**config.mk**
```make
export PLATFORM = sky130hd
export DESIGN_NAME = multichannel_pwm_with_watchdog_top
export DESIGN_NICKNAME = d
export VERILOG_FILES = /design/src/rtl/core/mcpw_pkg.sv /design/src/rtl/core/mcpw_duty_conv.sv /design/src/rtl/core/mcpw_core.sv /design/src/rtl/core/multichannel_pwm_with_watchdog_top.sv
export SDC_FILE = /design/constraint.sdc
export NUM_CORES = 1
export LEC_CHECK = 0
export BUFFER_PORTS_ARGS = -buffer_cell sky130_fd_sc_hd__buf_2
export CORE_MARGIN = 3
export CORE_UTILIZATION = 45
export DETAILED_ROUTE_END_ITERATION = 12
export GPL_TIMING_DRIVEN = 0
export PLACE_DENSITY_LB_ADDON = 0.12
export SETUP_SLACK_MARGIN = 0.5
export SYNTH_ARGS = -nofsm -noshare
export SYNTH_HDL_FRONTEND = slang
export SYNTH_SLANG_ARGS = --single-unit
```
**constraint.sdc**
```tcl
create_clock -name clk -period 7.2 [get_ports clk]
set_clock_uncertainty 0.05 [all_clocks]
set_input_delay 1.8 -clock clk [delete_from_list [all_inputs] [get_ports clk]]
set_output_delay 1.8 -clock clk [all_outputs]
set_load 0.05 [all_outputs]
```
**src/rtl/core/mcpw_pkg.sv**
```systemverilog
package mcpw_pkg;

  localparam int unsigned IN_DATA_W  = 24;
  localparam int unsigned OUT_DATA_W = 24;
  localparam int unsigned OUT_BITS_W = 16;
  localparam int unsigned LEVEL_W    = 16;
  localparam int unsigned CH_W       = 4;
  localparam int unsigned OP_W       = 2;
  localparam int unsigned FRAC_BITS  = 12;

  localparam logic [OP_W-1:0] OP_TICK = 2'd0;
  localparam logic [OP_W-1:0] OP_SET  = 2'd1;
  localparam logic [OP_W-1:0] OP_FEED = 2'd2;

  localparam int unsigned REG_MODE_MASK = 0;

  typedef struct packed {
    logic [OP_W-1:0]           opcode;
    logic [CH_W-1:0]           channel;
    logic signed [LEVEL_W-1:0] duty_value;
  } mcpw_item_t;

  typedef struct packed {
    logic                  cycle_start;
    logic                  watchdog_level;
    logic [OUT_BITS_W-1:0] output_bits;
  } mcpw_result_t;

endpackage

```
**src/rtl/core/mcpw_duty_conv.sv**
```systemverilog
module mcpw_duty_conv
  import mcpw_pkg::*;
#(
  parameter int unsigned PERIOD_STEPS = 100,
  parameter int unsigned DUTY_W       = 7
) (
  input  logic                      pwm,
  input  logic signed [LEVEL_W-1:0] duty_value,
  output logic [DUTY_W-1:0]         duty
);

  localparam int unsigned MAG_W  = LEVEL_W - 1;
  localparam int unsigned PROD_W = MAG_W + DUTY_W;
  localparam int unsigned Q_W    = PROD_W - FRAC_BITS;

  logic [MAG_W-1:0]  mag;
  logic [PROD_W-1:0] prod;
  logic [Q_W-1:0]    quot;

  assign mag  = duty_value[MAG_W-1:0];
  assign prod = PROD_W'(mag) * PROD_W'(PERIOD_STEPS);
  assign quot = prod[PROD_W-1:FRAC_BITS];

  always_comb begin
    if (!pwm) begin
      duty = (duty_value != '0) ? DUTY_W'(PERIOD_STEPS) : '0;
    end else if (duty_value[LEVEL_W-1] || duty_value == '0) begin
      duty = '0;
    end else if (quot > Q_W'(PERIOD_STEPS)) begin
      duty = DUTY_W'(PERIOD_STEPS);
    end else begin
      duty = quot[DUTY_W-1:0];
    end
  end

endmodule

```
**src/rtl/core/mcpw_core.sv**
```systemverilog
module mcpw_core
  import mcpw_pkg::*;
#(
  parameter int unsigned CHANNELS     = 16,
  parameter int unsigned PERIOD_STEPS = 100
) (
  input  logic                  clk,
  input  logic                  rst,
  input  logic                  step_valid,
  input  mcpw_item_t            item,
  input  logic [OUT_BITS_W-1:0] mode_mask,
  output logic                  res_valid,
  output mcpw_result_t          res
);

  localparam int unsigned DUTY_W = $clog2(PERIOD_STEPS + 1);
  localparam int unsigned LANES  = (CHANNELS < OUT_BITS_W) ? CHANNELS : OUT_BITS_W;

  logic [DUTY_W-1:0] duty_store  [LANES];
  logic [DUTY_W-1:0] duty_shadow [LANES];
  logic [DUTY_W-1:0] phase_count;
  logic [DUTY_W-1:0] phase_cur;
  logic [DUTY_W-1:0] phase_next;
  logic              feed_pending;
  logic              is_tick;
  logic              is_set;
  logic              is_feed;
  logic              start;
  logic [DUTY_W-1:0] new_duty;
  logic [OUT_BITS_W-1:0] bits;

  assign is_tick = step_valid && (item.opcode == OP_TICK);
  assign is_set  = step_valid && (item.opcode == OP_SET);
  assign is_feed = step_valid && (item.opcode == OP_FEED);

  mcpw_duty_conv #(
    .PERIOD_STEPS(PERIOD_STEPS),
    .DUTY_W      (DUTY_W)
  ) u_conv (
    .pwm       (mode_mask[item.channel]),
    .duty_value(item.duty_value),
    .duty      (new_duty)
  );

  assign phase_cur  = (phase_count >= DUTY_W'(PERIOD_STEPS)) ? '0 : phase_count;
  assign start      = (phase_cur == '0);
  assign phase_next = (phase_cur == DUTY_W'(PERIOD_STEPS - 1)) ? '0 : phase_cur + 1'b1;

  always_comb begin
    bits = '0;
    for (int i = 0; i < LANES; i++) begin
      bits[i] = start ? (phase_cur < duty_store[i]) : (phase_cur < duty_shadow[i]);
    end
  end

  always_ff @(posedge clk) begin
    if (rst) begin
      phase_count  <= '0;
      feed_pending <= 1'b0;
      res_valid    <= 1'b0;
      for (int i = 0; i < LANES; i++) begin
        duty_store[i]  <= '0;
        duty_shadow[i] <= '0;
      end
    end else begin
      res_valid <= is_tick;
      if (is_feed) begin
        feed_pending <= 1'b1;
      end
      if (is_tick) begin
        feed_pending <= 1'b0;
        phase_count  <= phase_next;
        if (start) begin
          for (int i = 0; i < LANES; i++) begin
            duty_shadow[i] <= duty_store[i];
          end
        end
      end
      if (is_set) begin
        for (int i = 0; i < LANES; i++) begin
          if (item.channel == CH_W'(i)) begin
            duty_store[i] <= new_duty;
          end
        end
      end
    end
  end

  always_ff @(posedge clk) begin
    if (is_tick) begin
      res.output_bits    <= bits;
      res.watchdog_level <= !feed_pending;
      res.cycle_start    <= start;
    end
  end

`ifndef SYNTHESIS
  a_phase_range: assert property (@(posedge clk) disable iff (rst)
    phase_count < DUTY_W'(PERIOD_STEPS))
    else $error("phase out of range");

  a_tick_clears_feed: assert property (@(posedge clk) disable iff (rst)
    is_tick |=> !feed_pending && res_valid)
    else $error("tick left feed pending");

  a_feed_sets: assert property (@(posedge clk) disable iff (rst)
    is_feed |=> feed_pending)
    else $error("feed not recorded");

  a_phase_wrap: assert property (@(posedge clk) disable iff (rst)
    is_tick && phase_count == DUTY_W'(PERIOD_STEPS - 1) |=> phase_count == '0)
    else $error("phase did not wrap");

  a_start_latch: assert property (@(posedge clk) disable iff (rst)
    is_tick && start |=> res.cycle_start && $past(phase_count) == '0)
    else $error("cycle start mismatch");
`endif

endmodule

```
**src/rtl/core/multichannel_pwm_with_watchdog_top.sv**
```systemverilog
// Sixteen-channel PWM generator with a watchdog level output.
// Input channel s_*: one item per handshake. s_tuser carries the opcode
// (tick, set duty, feed watchdog); s_tdata carries channel and a signed
// Q4.12 level. Set and feed items update state and give no output; every
// tick item gives exactly one output item on m_*, carrying the channel
// bits for the current phase, the watchdog level and a cycle-start flag.
// Configuration: APB register 0 (address 0) holds the per-channel mode
// mask, 1 for proportional PWM, 0 for on/off. Write it only while idle.
// Throughput: one item per cycle while no tick waits on a stalled output.
// An item is registered in the input register and then processed into
// the output register, from which a tick is presented on m_tvalid.
// Stall: a stalled m_tready holds the output item; set and feed items keep
// flowing until a tick reaches the input register, which then waits there
// until the output frees.
// Reset (synchronous, rst high): all duties, shadows, phase, feed flag and
// the mode mask clear; no output is pending.
module multichannel_pwm_with_watchdog_top
  import mcpw_pkg::*;
#(
  parameter int unsigned CHANNELS     = 16,
  parameter int unsigned PERIOD_STEPS = 100
) (
  input  logic                  clk,
  input  logic                  rst,
  input  logic                  s_tvalid,
  output logic                  s_tready,
  input  logic [IN_DATA_W-1:0]  s_tdata,   // channel[3:0], duty_value[19:4], zero pad
  input  logic [OP_W-1:0]       s_tuser,   // opcode[1:0]
  output logic                  m_tvalid,
  input  logic                  m_tready,
  output logic [OUT_DATA_W-1:0] m_tdata,   // output_bits[15:0], watchdog_level[16],
                                           // cycle_start[17], zero pad
  input  logic                  psel,
  input  logic                  penable,
  input  logic                  pwrite,
  input  logic [2:0]            paddr,
  input  logic [31:0]           pwdata,
  output logic [31:0]           prdata,
  output logic                  pready
);

  logic                  in_valid;
  mcpw_item_t            in_item;
  logic                  advance;
  logic [OUT_BITS_W-1:0] mode_mask;
  logic                  res_valid;
  mcpw_result_t          res;
  logic                  reg_hit;
  logic                  out_held;

  assign advance  = in_valid && (in_item.opcode != OP_TICK || !m_tvalid || m_tready);
  assign s_tready = !in_valid || advance;

  always_ff @(posedge clk) begin
    if (rst) begin
      in_valid <= 1'b0;
    end else if (s_tvalid && s_tready) begin
      in_valid <= 1'b1;
    end else if (advance) begin
      in_valid <= 1'b0;
    end
  end

  always_ff @(posedge clk) begin
    if (s_tvalid && s_tready) begin
      in_item.opcode     <= s_tuser;
      in_item.channel    <= s_tdata[CH_W-1:0];
      in_item.duty_value <= s_tdata[CH_W+LEVEL_W-1:CH_W];
    end
  end

  assign pready  = 1'b1;
  assign reg_hit = (paddr[2] == 1'(REG_MODE_MASK));
  assign prdata  = reg_hit ? {16'b0, mode_mask} : '0;

  always_ff @(posedge clk) begin
    if (rst) begin
      mode_mask <= '0;
    end else if (psel && penable && pwrite && pready && reg_hit) begin
      mode_mask <= pwdata[OUT_BITS_W-1:0];
    end
  end

  mcpw_core #(
    .CHANNELS    (CHANNELS),
    .PERIOD_STEPS(PERIOD_STEPS)
  ) u_core (
    .clk       (clk),
    .rst       (rst),
    .step_valid(advance),
    .item      (in_item),
    .mode_mask (mode_mask),
    .res_valid (res_valid),
    .res       (res)
  );

  assign m_tvalid = res_valid || out_held;

  always_ff @(posedge clk) begin
    if (rst) begin
      out_held <= 1'b0;
    end else begin
      out_held <= m_tvalid && !m_tready;
    end
  end

  assign m_tdata = {6'b0, res.cycle_start, res.watchdog_level, res.output_bits};

endmodule

```
# Word-level counts from Yosys, hierarchy flattened

Memory sizes are Yosys's and may differ from the RTL's.
Index checks and enable logic that the tools add are counted.

Memories kept: 2
Input bits: 68
Register bits: 67
Word-level logic and storage cells: 257
Bits in writable memories: 224

Memory list:

| memory             | depth | bits a word | rd ports | clocked after Yosys merged registers in | wr ports | line            | text |
|---|---|---|---|---|---|---|---|
| u_core.duty_shadow | 16    | 7           | 16       | 0                                       | 16       | mcpw_core.sv:20 | `logic [DUTY_W-1:0] duty_shadow [LANES];` |
| u_core.duty_store  | 16    | 7           | 16       | 0                                       | 16       | mcpw_core.sv:19 | `logic [DUTY_W-1:0] duty_store [LANES];` |

Reductions and logical operators: 26
Multipliers: 1
Eq/ne operators: 18
Multiplexer cells: 129
Order comparisons: 35
$add $sub $neg: 1
Bitwise operators: 33

Operator list:

| cell                    | number |
|---|---|
| $mux W7                 | 38 |
| $lt A7 B7 Y1            | 32 |
| $mux W1                 | 89 |
| $eq A4 B4 Y1 const B    | 8 |
| $or A1 B1 Y1            | 32 |
| $mul A15 B5 Y20 const B | 1 |
| $eq A4 B3 Y1 const B    | 4 |
| $logic_not A16 Y1       | 1 |
| $mux W16                | 1 |
| $reduce_bool A16 Y1     | 1 |
| $gt A10 B7 Y1 const B   | 1 |
| $logic_and A1 B1 Y1     | 9 |
| $eq A4 B2 Y1 const B    | 2 |
| $add A7 B1 Y7 const B   | 1 |
| $eq A7 B7 Y1 const B    | 1 |
| $ge A7 B7 Y1 const B    | 1 |
| $logic_not A7 Y1        | 1 |
| $logic_or A1 B1 Y1      | 5 |
| $lt A4 B5 Y1 const B    | 1 |
| $bmux W1 S4             | 1 |
| $eq A4 B1 Y1 const B    | 1 |
| $logic_not A1 Y1        | 4 |
| $logic_not A4 Y1        | 1 |
| $reduce_bool A2 Y1      | 2 |
| 5 further kinds         | 5 |

# Depth between registers and ports, before layout

Depth in word-level cells: 10
Gate-level depth with buffers: 16

# Hierarchy

Synthesis repeated with hierarchy kept, for this count alone.

Cell total of the unflattened synthesis: 1573
Area total of the unflattened synthesis: 16920.0 um^2

By module, submodules not included:

| module                             | instances | cells an instance | area each (um^2) |
|---|---|---|---|
| mcpw_core                          | 1         | 1227              | 13510.5 |
| multichannel_pwm_with_watchdog_top | 1         | 145               | 1795.5 |
| mcpw_duty_conv                     | 1         | 201               | 1614.0 |

# Least setup slack after synthesis

No wires, ideal clock.

Path kind: input port to flip-flop
Start: input port rst
End: memory u_core.duty_shadow[0][0], enable pin
Data arrival time: 4912 ps
Stages: 4
Path slack: 1768 ps
Setup time: 470 ps
Cell sequence: clkbuf_1 clkbuf_1 clkbuf_1 a21o_1

RTL lines:

| item            | line                                     | text |
|---|---|---|
| start, declared | multichannel_pwm_with_watchdog_top.sv:24 | `input logic rst,` |
| end, declared   | mcpw_core.sv:20                          |  |

==> metrics.cfg <==
[outcome]
status = completed

[die]
fp.dieH_um = 204
core-area_mm2 = 0.0381
fp-row-count = 71
io_pins = 127
die_w_um = 204
die_area_mm2 = 0.0415
start_util_pct = 46.1

[sta]
hold_ws_ns = 0.412
setup_tns_ns = 0
rsz0062_at_grt = false
layout_min_cycle_time_ns = 5.70
setup_viol = 0
finalMaxSlewViolations = 0
period_share_pct = 79.2
relSlewSlack_pct = 8.55
hold_viol = 0
timing.fmax_ghz = 0.175
worst_pin_slew_ns = 1.36

[synth]
synth_edf_count = 264
synthTopCellsByArea = edfxtp_1 45%, ha_1 18%, inv_1 5.3%
synth.most_common_cell = edfxtp_1
synth_top_area_share_pct = 45.1
syn_inst = 1654
ys_top_cells_by_count = 264 x edfxtp_1, 249 x ha_1, 249 x inv_1
synth_area_mm2 = 0.0176
yosysWarnings = 0
yosysTopAreaCell = edfxtp_1
synthArstFlopShare_pct = 0
seq_area_frac_synth_pct = 48.2
avgSynthCellArea_um2 = 10.6
ys_seq_elements = 291
ys_types = 73
ys.flop_type = edfxtp_1

[critical_path]
cp-end-kind = flip-flop
r2r-start = u_core.phase_count[5]
startpoint_type = flip-flop
path_max_fanout = 62
crit_arrival_ns = 5.85
crit_chain = o311ai_2, nand2_1, clkbuf_1, ha_1, nand2_1, inv_1, clkbuf_1, clkbuf_1, a21o_4, buf_16
crit_path_end = u_core.duty_shadow[13][4]
cpPeakStageDelay_ns = 0.78
reg2reg_depth = 10
cp.required_ns = 7.35
regToRegSetupSlack_ns = 1.50
startpoint = u_core.phase_count[5]
crit_slowest_cell = clkbuf_1
critPathMostFrequentCell = clkbuf_1
r2r-end = u_core.duty_shadow[13][4]
path_class = flip-flop to flip-flop

[detailed_routing]
initialDrtViolationCount = 811
drc = 0
wire_per_inst_um = 19.4
dr.pass1.iters = 5
route.vias.total = 12555
ant_nets = 0
routed_wl_um = 45300
vias_per_cell = 5.37

[grt]
grt_pass1_wl_um = 70800
overflow = 0
grt_pass1_vias = 12491
grt_max_degree = 63
grt_antenna_before_repair = 1
grt.total_usage_pct = 22.2

[clocking]
numCtsBuffers = 35
post_cts_buffers = 0
clkTransAtPathRegs_ns = 0.06
htreeDepth = 2
cts.sinks = 291
clock_path_buffers = 3
cts_root_buf = clkbuf_16
insertion_delay_ns = 0.54
cts-hold-fix-buffers = 0
ctsResizeCount = 0
cts_tree = done

[power_and_ir_drop]
totalPowerFinal_w = 0.00446
p_sw_w = 0.00126
swShare_pct = 28.4
leakage_nw = 8.73
powerDensity_mw_per_mm2 = 223
vdd_ir_drop_max_mv = 0.200
pwr-share-comb_pct = 17.2
power_frac_clock_pct = 39.2
p_int_w = 0.00319
power.share.sequential_pct = 43.6

[flow_run]
cap_violations = 0

[finish]
fin_util_pct = 52.5
syn2layout_area_growth_pct = 13.8
finalNetCount = 2126
drive_above_1_share_pct = 12.1

[placed_design]
io_buffers = 80
dp_hpwl_um = 31000
gp_congestion = 0.822

[hold_path]
hold_path.class = flip-flop to flip-flop

-- area by class of cell --
cell class / count / area, um^2
Buffer: 84 / 420
Antenna cell: 1 / 2.50
Timing Repair Buffer: 88 / 551
Clock inverter: 23 / 215
Inverter: 249 / 935
Clock buffer: 39 / 891
Tap cell: 511 / 639
Sequential cell: 291 / 8470
Fill cell: 3389 / 18100
Multi-Input combinational cell: 1051 / 7880
-- how the worst min path moves through the flow --
stage / start / end / slack (ns) / cells after the start
5_1_grt: u_core.feed_pending / u_core.res[16] / 0.42 / 1
2_1_floorplan: u_core.feed_pending / u_core.res[16] / 0.38 / 1
3_5_place_dp: u_core.feed_pending / u_core.res[16] / 0.40 / 1
4_1_cts: u_core.feed_pending / u_core.res[16] / 0.41 / 1
6_report: u_core.feed_pending / u_core.res[16] / 0.41 / 1
3_3_place_gp: mode_mask[0] / mode_mask[0] / 0.40 / 2
-- power groups by stage --
stage / clock (W) / sequential, W / combinational (W)
6_report: 0.00175 / 0.00194 / 0.000769
5_1_grt: 0.00185 / 0.00195 / 0.000856
4_1_cts: 0.00179 / 0.00194 / 0.000767
3_5_place_dp: 0 / 0.00198 / 0.000761
3_3_place_gp: 0 / 0.00198 / 0.000741
2_1_floorplan: 0 / 0.00197 / 0.000533
-- placed cells by master (no fill, tap or decap), types with 33 or more instances in the layout --
cell,netlist,routed
edfxtp_1,264,264
a21boi_0,33,33
ha_1,249,249
nor3_1,116,113
nand2_1,69,69
buf_2,9,89
clkbuf_16,0,35
nor2_1,114,114
a21oi_1,68,67
inv_1,249,248
clkbuf_1,45,49
o21ai_0,106,106
-- flip-flops by register name, indices dropped and copies added (netlist names) --
| register | flops |
|---|---|
| u_core.duty_shadow | 112 |
| u_core.duty_store | 112 |
| in_item | 22 |
| u_core.res | 18 |
| mode_mask | 16 |
| u_core.phase_count | 7 |
| in_valid | 1 |
| out_held | 1 |
| u_core.feed_pending | 1 |
| u_core.res_valid | 1 |
-- layer usage --
metal	global-route usage, %	routed length, um
met1	29.9	20000
met2	36.6	21000
met3	3.74	2700
met4	7.33	1550
met5	0	0
-- cell families (layout without fill, tap and decap cells) --
kind of cell,count (synthesis),in the layout,share of synthesized area [%]
AO/OA/AOI/OAI,306,306,11.0
XOR/XNOR,6,6,0.342
adder cells (fa/ha/maj),258,258,18.7
buffers and inverters,333,483,7.71
flip-flops,291,291,48.2
multiplexers,11,11,0.996
other,2,24,0.0427
AND/OR/NAND/NOR,447,447,13.0
-- stage by stage --
stage / cells / worst slack, ns / cell area, um^2
3_5_place_dp: 2274 / 1.49 / 18900
6_report: 2337 / 1.50 / 20000
4_1_cts: 2336 / 1.46 / 20000
3_3_place_gp: 2266 / -1.24 / 18700
5_1_grt: 2336 / 1.23 / 20000
2_1_floorplan: 1675 / 1.77 / 17700
-- worst max-delay path: cells and delay by family (launching register included) --
family	cells	cell delay, ns
buffers and inverters	5	2.84
adder cells (fa/ha/maj)	1	0.27
AND/OR/NAND/NOR	2	0.70
flip-flops	1	0.46
AO/OA/AOI/OAI	2	0.96
Power figures use the tool's default switching activity.
